[src/hdl/e2ra_pkg.sv]
// ---------------------------------------------------------------------------
// e2ra_pkg: shared types and constants for the base-two exponential block
// Coefficients, field widths, status codes and cell payload types.
// ---------------------------------------------------------------------------
`default_nettype none
package e2ra_pkg;
   localparam int IN_FRAC_BITS  = 23;
   localparam int OUT_FRAC_BITS = 31;

   localparam logic [31:0] COEF_A   = 32'd1074074843;
   localparam logic [31:0] COEF_B   = 32'd14332794;
   localparam logic [31:0] COEF_ONE = 32'd16384;
   localparam logic [31:0] COEF_C   = 32'd3099124900;
   localparam logic [31:0] COEF_D   = 32'd165437692;
   localparam logic [31:0] COEF_E   = 32'd709471;

   localparam logic [1:0] ST_NORMAL = 2'd0;
   localparam logic [1:0] ST_OVER   = 2'd1;
   localparam logic [1:0] ST_UNDER  = 2'd2;

   // quotient bits produced by the divider chain
   localparam int QBITS = 33;

   typedef struct packed {
      logic [31:0] mantissa;
      logic [7:0]  exponent;
      logic [1:0]  status;
   } rsp_type;

   // state handed between divider cells
   typedef struct packed {
      logic        valid;
      logic [33:0] rem;
      logic [33:0] den;
      logic [QBITS-1:0] quo;
      logic [7:0]  exponent;
      logic [1:0]  status;
   } div_type;
endpackage
`default_nettype wire

[src/hdl/e2ra_div_cell.sv]
// ---------------------------------------------------------------------------
// e2ra_div_cell: one restoring division step
// Shifts in one bit of the dividend and produces one quotient bit.
// ---------------------------------------------------------------------------
`default_nettype none
module e2ra_div_cell (
   input  wire logic              clock,
   input  wire logic              reset,
   input  wire logic              en,
   input  wire logic              bit_in,
   input  e2ra_pkg::div_type      din,
   output e2ra_pkg::div_type      dout
);
   e2ra_pkg::div_type q_in, q_ff;
   logic [34:0] trial;

   // shift, trial subtract, pick
   always_comb begin
      q_in  = din;
      trial = {din.rem, bit_in} - {1'b0, din.den};
      if (!trial[34]) begin
         q_in.rem = trial[33:0];
         q_in.quo = {din.quo[e2ra_pkg::QBITS-2:0], 1'b1};
      end else begin
         q_in.rem = {din.rem[32:0], bit_in};
         q_in.quo = {din.quo[e2ra_pkg::QBITS-2:0], 1'b0};
      end
   end

   always_ff @(posedge clock) begin
      if (reset) begin
         q_ff.valid <= 1'b0;
      end else if (en) begin
         q_ff.valid <= din.valid;
      end
      if (en) begin
         q_ff.rem <= q_in.rem; q_ff.den <= q_in.den; q_ff.quo <= q_in.quo;
         q_ff.exponent <= q_in.exponent; q_ff.status <= q_in.status;
      end
   end
   assign dout = q_ff;
endmodule
`default_nettype wire

[config.mk]
export PLATFORM = sky130hd
export DESIGN_NAME = e2ra_div_cell
export DESIGN_NICKNAME = d
export VERILOG_FILES = /design/src/hdl/e2ra_pkg.sv /design/src/hdl/e2ra_div_cell.sv
export SDC_FILE = /design/constraint.sdc
export NUM_CORES = 1
export LEC_CHECK = 0
export BUFFER_PORTS_ARGS = -buffer_cell sky130_fd_sc_hd__buf_2
export CORE_ASPECT_RATIO = 0.8
export CORE_MARGIN = 4
export CORE_UTILIZATION = 51
export CTS_BUF_LIST = sky130_fd_sc_hd__clkbuf_2 sky130_fd_sc_hd__clkbuf_4 sky130_fd_sc_hd__clkbuf_8
export DETAILED_ROUTE_END_ITERATION = 6
export PLACE_DENSITY = 0.92
export REMOVE_ABC_BUFFERS = 1
export SLEW_MARGIN = 10
export SYNTH_ARGS = -nofsm -noshare
export SYNTH_HDL_FRONTEND = slang
export SYNTH_SLANG_ARGS = --single-unit
[constraint.sdc]
create_clock -name clock -period 4.2 [get_ports clock]
set_clock_uncertainty 0.15 [all_clocks]
set_input_delay 0.84 -clock clock [delete_from_list [all_inputs] [get_ports clock]]
set_output_delay 0.84 -clock clock [all_outputs]
set_load 0.005 [all_outputs]
# [Word level (Yosys, flattened, before mapping)]
# Cells that the tools add are included.
# W data, S select, Z words.
[totals] latchBits=0 reg_bits=112 romBits=0 n_memories=0 word_cells=9 output_inout_bits=112 ram_bits=0
[classes] n_reduce_logical=0 n_mux=2 bitwise_logic=0 eq_ne=0 n_div=0 order_cmp=0 shifts=0 add_sub_neg=1 multipliers=0
[op_table] cell="$sub A35 B34 Y35" n=1
[op_table] cell="$mux W34" n=1
[op_table] cell="$mux W1" n=1

# [Logic depth before layout (Yosys ltp)]
# Gate-level depths: netlist of the first run.
[depth] word_depth=2 depth_mapped=13 depth_no_buf=12

# [Worst setup path before layout of the first run]
# OpenSTA, ideal clock, no wires.
[synth_path] kind="input port to flip-flop" start="in bit_in" end="reg q_ff, in the netlist dout[100] (data pin)" arrival_time_ns=3.233 path_stages=13 setup_slack_ns=0.556 path_buffers=1 required_time_ns=3.790 setup_ns=0.260 cell_sequence="inv_1 > ha_1 > fa_1 > nor2b_1 > o211ai_1 > a21o_1 > a21o_1 > a31o_2 > and3_4 > or2_4 > inv_6 > buf_12 > mux2_4"
[synth_rtl] item="start, declared" line_no="e2ra_div_cell.sv:10" text="input wire logic bit_in,"
[synth_rtl] item="end, declared" line_no="e2ra_div_cell.sv:14" text="e2ra_pkg::div_type q_in, q_ff;"

==> flow_summary.yaml, run 1 <==
status:
  outcome: "completed"
power:
  ir_drop_v: 0.000178
  powerDensity_nw_per_um2: 368
  power_leakage_nw: 3.40
global_routing:
  grt_max_degree: 90
  grt_usage: 0.227
  grt_pass1_wl_um: 24000
  grt_pass1_vias: 4706
  antenna_found_initial: 3
  overflow: 0
worst_hold_path:
  worstHoldPathType: "flop to flop"
place:
  dp_hpwl_um: 12700
  port_buffers: 226
  gp_congestion: 0.875
  dp.cells: 822
cts:
  cts.repair.resized: 0
  clkLatencyLatePin_ns: 0.37
  holdBufCountCts: 0
  postCtsSetupBuffers: 0
  ctsLongestPathBuffers: 2
  cts_buffers: 9
  clockRootBuffer: "clkbuf_8"
  cts_sinks: 112
  h-tree-depth: 3
  tritoncts: "yes"
  path_clk_slew_ns: 0.11
timing:
  drv_slew: 0
  holdWs_ns: 0.432
  tightest_slew_ns: 1.15
  relSlewSlack: 0.236
  clock.fmax_mhz: 268
  setup_viol: 0
  min_period_ns: 3.73
  rsz0062_at_grt: "false"
  tns_ns: 0
  finalHoldViolations: 0
  post-route-period-util: 0.889
finish:
  nFillCells: 808
  multi_input_area_um2: 2310
  layout-drive-gt1-share: 0.409
  final_nets: 840
  fin_cells: 840
  syn2layout_area_growth_pct: 24.6
  largest_reg_flops: 112
  seq_area_um2: 3350
setup_path:
  cp-endpoint: "dout[96]"
  reg2reg_depth: 2
  r2r-start: "dout[111]"
  reg2reg_slack_ns: 3.39
  crit_path_end_kind: "flop"
  crit_required_ns: 4.18
  cp_max_fo: 13
  r2r-end: "dout[111]"
  cp-startpoint: "bit_in"
  criticalPathCategory: "input port to flop"
  worstPathArrival_ns: 3.71
  start_kind: "input port"
synthesis:
  syn_area_per_cell_um2: 13.0
  synth_top_cell_by_area: "edfxtp_1"
  syn_area_um2: 5950
  synth_edf_count: 111
  yosysWarnings: 0
  yosys-top-cells-area: "edfxtp_1 56%, ha_1 7.2%, mux2_4 7.1%"
  ys_seq_area_frac: 0.564
  synth-seq-cells: 112
  syn_inst: 458
  synth_top_area_frac: 0.560
  synth_cell_types: 61
  synthArstFlopShare: 0
  ys.flop_type: "edfxtp_1"
job:
  max_cap_viol_count: 0
route:
  wire_per_inst_um: 18.8
  routed-via-count: 4571
  vias_per_cell: 5.44
  wl_um: 15800
  drtAntennaViolNets: 0
  drt_iter0_drc: 280
  firstDrtPassIters: 6
  drcViolationCount: 0
die:
  start_util: 0.534
  fp.coreArea_um2: 11100
  fp.dieH_um: 105
  num_io_pins: 228
  row_count: 34
  die_area_um2: 13500
  dieWidth_um: 129
[synthesized netlist by cell type (all sizes together) (3+ instances only)]
cell type / count
a211oi: 3
a21o: 10
a21oi: 34
and2: 5
and3: 4
buf: 8
edfxtp: 111
ha: 34
inv: 47
mux2: 29
nand2: 27
nand2b: 5
nand3: 6
nand4: 4
nor2: 20
nor2b: 3
nor3: 3
o211ai: 4
o21a: 6
o21ai: 27
o21bai: 3
o31ai: 3
xnor2: 20
xor2: 10
[layer usage]
metal	global-route usage	routed length [um]	vias to the layer above
met5	0	7	-
li1	-	-	2154
met3	0.0673	1480	44
met1	0.258	5900	2155
met4	0.0862	494	2
met2	0.401	7920	216
[critical path: stages]
cell and delay [ns]:
buf_2 0.09, inv_1 0.04, ha_1 0.21, fa_1 0.42, nor2b_1 0.18, o211ai_1 0.13
a21o_1 0.24, a21o_1 0.20, a31o_2 0.24, and3_4 0.19, or2_4 0.27, inv_6 0.15
buf_12 0.18, mux2_4 0.32
[cell usage in the layout (no fill, tap or decap), drive strengths merged, types with 2 or more instances in the layout]
master     n
nand2b     5
a21boi     2
nand3      6
inv       52
nor3       3
nand4      4
o21a       6
diode      2
o21ai     27
nor2      20
and3b      2
mux2i      2
o21bai     3
edfxtp   111
nand2     27
buf      230
and4       2
a211oi     3
and3       4
clkbuf     9
o2111ai    2
a21oi     34
o211ai     4
a31oi      2
mux2      29
and2       5
ha        34
clkinv     2
nor2b      3
o31ai      3
a21o      10
a41oi      2
xnor2     20
xor2      10
[stage by stage]
step | area (um2) | power, mW | setup WS (ns) | utilization
global route | 7410 | 2.87 | 0.349 | 0.665
floorplan | 5840 | 1.82 | 0.447 | -
global placement | 7210 | 2.08 | 0.167 | 0.647
CTS | 7410 | 2.75 | 0.491 | 0.664
finish | 7410 | 2.73 | 0.467 | 0.665
detailed placement | 7210 | 2.12 | 0.0958 | 0.647
[worst min-delay path by stage]
stage,start,to,slack [ns],cells after the start
floorplan,dout[111],dout[111],0.33,2
finish,dout[111],dout[111],0.43,2
CTS,dout[111],dout[111],0.43,2
global placement,dout[111],dout[111],0.32,2
global route,reset,dout[111],0.44,2
detailed placement,dout[111],dout[111],0.40,2
[layout make-up]
| cell class | instances | share of cell area |
|---|---|---|
| antenna | 2 | 0.000675 |
| inverter | 47 | 0.0245 |
| multi-input combinational | 289 | 0.312 |
| tap | 144 | 0.0243 |
| timing repair buffer | 230 | 0.160 |
| sequential | 112 | 0.452 |
| clock buffer | 9 | 0.0167 |
| clock inverter | 7 | 0.00929 |
[where the power goes]
group	internal [mW]	switching [mW]
registers	1.37	0.0304
clock network	0.234	0.398
logic	0.345	0.354
total	1.95	0.781
[kinds of logic (layout without fill, tap and decap cells)]
| logic type | Yosys count | count (layout) | share of synthesized area |
|---|---|---|---|
| compound gates | 109 | 109 | 0.122 |
| xor+xnor | 30 | 30 | 0.0442 |
| fa+ha+maj | 35 | 35 | 0.0749 |
| buf+inv | 57 | 293 | 0.0478 |
| flops | 112 | 112 | 0.564 |
| mux | 31 | 31 | 0.0760 |
| other cells | 0 | 2 | 0 |
| simple gates | 84 | 84 | 0.0711 |
Power figures use the tool's default switching activity.
==> run 2: changes to the inputs <==
Settings changed: CELL_PAD_IN_SITES_DETAIL_PLACEMENT from default to 1, CELL_PAD_IN_SITES_GLOBAL_PLACEMENT from default to 1, CORE_UTILIZATION 51 to 39, PLACE_DENSITY 0.92 to 0.91.
==> run 2 against run 1 <==
- register-to-register slack gained 0.06 ns
- hold slack got worse by 0.062 ns
- via count grew 1.2%
- highest routed layer unchanged
==> flow_summary.yaml, run 2 (synthesized netlist as in run 1, its figures left out) <==
power:
  p_sw_frac: 0.295
  clockPowerShare: 0.233
  power.internal_mw: 1.95
  ir_drop_v: 0.000135
  power_mw: 2.77
  powerDensity_nw_per_um2: 370
  p_comb_frac: 0.261
  seq_power_share: 0.507
  power_leakage_nw: 3.42
  power_switching_mw: 0.817
die:
  fp.coreArea_um2: 15000
  num_io_pins: 228
  start_util: 0.397
  fp.dieH_um: 118
  row_count: 40
  die_area_um2: 17300
  dieWidth_um: 146
cts:
  ctsLongestPathBuffers: 2
  clockRootBuffer: "clkbuf_8"
  cts_buffers: 9
  cts_sinks: 112
  tritoncts: "yes"
  h-tree-depth: 3
  postCtsSetupBuffers: 0
  cts.repair.resized: 0
  clkLatencyLatePin_ns: 0.40
  holdBufCountCts: 0
  path_clk_slew_ns: 0.11
place:
  placed_cell_area_um2: 7300
  dp_hpwl_um: 15300
  port_buffers: 226
  gp_congestion: 0.855
setup_path:
  crit_required_ns: 4.20
  cp_max_fo: 7
  criticalPathCategory: "input port to flop"
  start_kind: "input port"
  crit_path_end_kind: "flop"
  worstPathArrival_ns: 3.77
timing:
  drv_slew: 0
  rsz0062_at_grt: "false"
  min_period_ns: 3.77
  tns_ns: 0
  tightest_slew_ns: 0.887
  post-route-period-util: 0.896
  finalHoldViolations: 0
  setup_viol: 0
  clock.fmax_mhz: 266
  relSlewSlack: 0.409
route:
  routed-via-count: 4626
  firstDrtPassIters: 4
  wire_per_inst_um: 21.2
  drcViolationCount: 0
  drt_iter0_drc: 220
  wl_um: 18800
  vias_per_cell: 5.20
  drtAntennaViolNets: 0
finish:
  final_util: 0.501
  largest_reg_flops: 112
  layout-drive-gt1-share: 0.413
  post-route-cell-area_um2: 7500
  final_nets: 844
  mostFrequentLayoutCells: "225 x buf_2, 111 x edfxtp_1, 46 x inv_1, 34 x ha_1, 32 x a21oi_1"
  final_common_cell: "buf_2"
  syn2layout_area_growth_pct: 26.1
global_routing:
  overflow: 0
  grt_usage: 0.215
  grt_pass1_wl_um: 29000
  grt_max_degree: 69
  grt_pass1_vias: 5081
  antenna_found_initial: 4
worst_hold_path:
  worstHoldPathType: "flop to flop"
status:
  outcome: "completed"
job:
  max_cap_viol_count: 0
[run 2: changes by cell type in the layout (fill, tap and decap cells not counted)]
cell     change
buf_4        +4
diode_2      +1
[run 2: worst paths after layout]
check                 start   endpoint  slack (ns)  depth (start not counted)
setup / recovery     bit_in   dout[95]        0.43                         14
hold / removal    dout[111]  dout[111]        0.37                          2
setup reg to reg  dout[111]  dout[111]        3.45                          2
hold reg to reg   dout[111]  dout[111]        0.37                          2
[run 2: power groups by stage]
stage,Clock (mW),Sequential [mW],Combinational [mW]
floorplan,0,1.44,0.377
global placement,0,1.42,0.680
detailed placement,0,1.43,0.723
CTS,0.666,1.41,0.728
global route,0.717,1.41,0.785
finish,0.645,1.40,0.722
[run 2: final cells by class]
class / instances / area (um2)
inverters: 47 / 181
clock inverters: 7 / 68.8
clock buffers: 9 / 124
repair buffers: 234 / 1220
flip-flops and latches: 112 / 3350
diodes: 3 / 7.51
fillers: 1653 / 7460
multi-input cells: 289 / 2310
well taps: 189 / 236
[run 2: worst max-delay path, stage by stage]
cell	delay [ns]
buf_2	0.11
inv_1	0.05
ha_1	0.23
fa_1	0.42
nor2b_1	0.22
o211ai_1	0.15
a21o_1	0.25
a21o_1	0.20
a31o_2	0.23
and3_4	0.19
or2_4	0.27
inv_6	0.08
buf_4	0.20
mux2_4	0.32
[run 2: routing by layer]
metal | track usage | part of all wire | vias up
met5 | 0 | 0.00085 | -
met4 | 0.0893 | 0.028 | 2
met3 | 0.0755 | 0.082 | 26
met2 | 0.385 | 0.52 | 169
met1 | 0.233 | 0.37 | 2270
li1 | - | - | 2159
[run 2: per-stage QoR]
stage               setup WS, ns  hold slack, ns  std cells
global placement           0.174           0.325        871
CTS                        0.485           0.379        887
detailed placement        0.0562           0.349        871
floorplan                  0.447           0.335        448
finish                     0.435           0.370        890
global route               0.285           0.389        890
==> run 3: changes to the inputs <==
Settings changed: PLACE_DENSITY 0.91 to 0.85.
==> run 3 against run 2 <==
- critical path depth did not move
- register-to-register slack worse by 0.03 ns
- via count down 0.39%
- sequential cell count did not move
- largest power group unchanged
- sequential share of layout area decreased by 0.11 points
==> flow_summary.yaml, run 3 (synthesized netlist as in run 1, its figures left out) <==
status:
  outcome: "completed"
cts:
  clockRootBuffer: "clkbuf_8"
  cts.repair.resized: 0
  cts_sinks: 112
  path_clk_slew_ns: 0.12
  clkLatencyLatePin_ns: 0.40
  ctsLongestPathBuffers: 2
  holdBufCountCts: 0
  postCtsSetupBuffers: 0
  h-tree-depth: 3
  cts_buffers: 9
  tritoncts: "yes"
setup_path:
  cp-startpoint: "bit_in"
  reg2reg_depth: 2
  reg2reg_slack_ns: 3.42
  r2r-end: "dout[111]"
  criticalPathCategory: "input port to flop"
  crit_required_ns: 4.20
  cp-endpoint: "dout[96]"
  worstPathArrival_ns: 3.71
  crit_path_end_kind: "flop"
  start_kind: "input port"
  cp_max_fo: 12
  r2r-start: "dout[111]"
route:
  drtAntennaViolNets: 0
  wl_um: 18200
  drcViolationCount: 0
  vias_per_cell: 5.19
  firstDrtPassIters: 4
  routed-via-count: 4608
  wire_per_inst_um: 20.4
  drt_iter0_drc: 369
timing:
  post-route-period-util: 0.881
  setup_viol: 0
  rsz0062_at_grt: "false"
  min_period_ns: 3.70
  clock.fmax_mhz: 270
  relSlewSlack: 0.533
  fin_ws_ns: 0.498
  drv_slew: 0
  tightest_slew_ns: 0.701
  finalHoldViolations: 0
  tns_ns: 0
finish:
  fin_cells: 888
  layout-drive-gt1-share: 0.412
  syn2layout_area_growth_pct: 26.4
  post-route-cell-area_um2: 7520
  mostFrequentLayoutCells: "225 x buf_2, 111 x edfxtp_1, 46 x inv_1, 34 x ha_1, 32 x a21oi_1"
  final_util: 0.502
  largest_reg_flops: 112
  final_common_cell: "buf_2"
  final_nets: 842
die:
  row_count: 40
  fp.coreArea_um2: 15000
  num_io_pins: 228
  die_area_um2: 17300
  fp.dieH_um: 118
  dieWidth_um: 146
  start_util: 0.397
global_routing:
  grt_usage: 0.206
  antenna_found_initial: 6
  overflow: 0
  grt_pass1_wl_um: 27600
  grt_max_degree: 67
  grt_pass1_vias: 4997
power:
  power_leakage_nw: 3.42
  ir_drop_v: 0.000150
  powerDensity_nw_per_um2: 372
job:
  max_cap_viol_count: 0
place:
  gp_congestion: 0.822
  dp.cells: 869
  port_buffers: 226
  placed_cell_area_um2: 7310
  place_ws_ns: 0.107
  dp_hpwl_um: 14600
worst_hold_path:
  worstHoldPathType: "flop to flop"
[run 3: how the worst min path moves through the flow]
stage	from	end	cells past startpoint
6_report	dout[111]	dout[111]	2
5_1_grt	reset	dout[111]	2
4_1_cts	dout[111]	dout[111]	2
3_5_place_dp	dout[111]	dout[111]	2
3_3_place_gp	dout[111]	dout[111]	2
2_1_floorplan	dout[111]	dout[111]	2
[run 3: layout make-up]
class | instances | area, um2
clock buffers | 9 | 124
repair buffers | 232 | 1230
flip-flops and latches | 112 | 3350
fillers | 1660 | 7450
clock inverters | 7 | 77.6
well taps | 189 | 236
inverters | 47 | 181
diodes | 3 | 7.51
multi-input cells | 289 | 2310
[run 3: power by group]
| group | internal (mW) | total [mW] | switching, mW | leakage (nW) |
|---|---|---|---|---|
| clock | 0.242 | 0.673 | 0.431 | 0.100 |
| sequential | 1.37 | 1.40 | 0.0316 | 1.09 |
| combinational | 0.354 | 0.725 | 0.371 | 2.22 |
| total | 1.97 | 2.80 | 0.834 | 3.42 |
[run 3: routing by layer]
| metal | track usage | share of wire | wire length [um] | up-vias |
|---|---|---|---|---|
| met5 | 0 | 0.0023 | 41 | - |
| met4 | 0.0764 | 0.027 | 485 | 6 |
| met3 | 0.0744 | 0.083 | 1510 | 35 |
| met2 | 0.371 | 0.51 | 9230 | 181 |
| met1 | 0.221 | 0.38 | 6890 | 2227 |
| li1 | - | - | - | 2159 |
[run 3: worst max-delay path: stages]
cell and delay (ns):
buf_2 0.09, inv_1 0.04, ha_1 0.22, fa_1 0.42, nor2b_1 0.21, o211ai_1 0.15, a21o_1 0.26, a21o_1 0.20
a31o_2 0.23, and3_4 0.19, or2_4 0.27, inv_6 0.09, buf_12 0.17, mux2_4 0.31
[run 3: through the flow]
step | hold slack (ns) | power, mW
finish | 0.406 | 2.80
global route | 0.422 | 2.94
CTS | 0.412 | 2.83
detailed placement | 0.384 | 2.15
global placement | 0.324 | 2.11
floorplan | 0.335 | 1.82
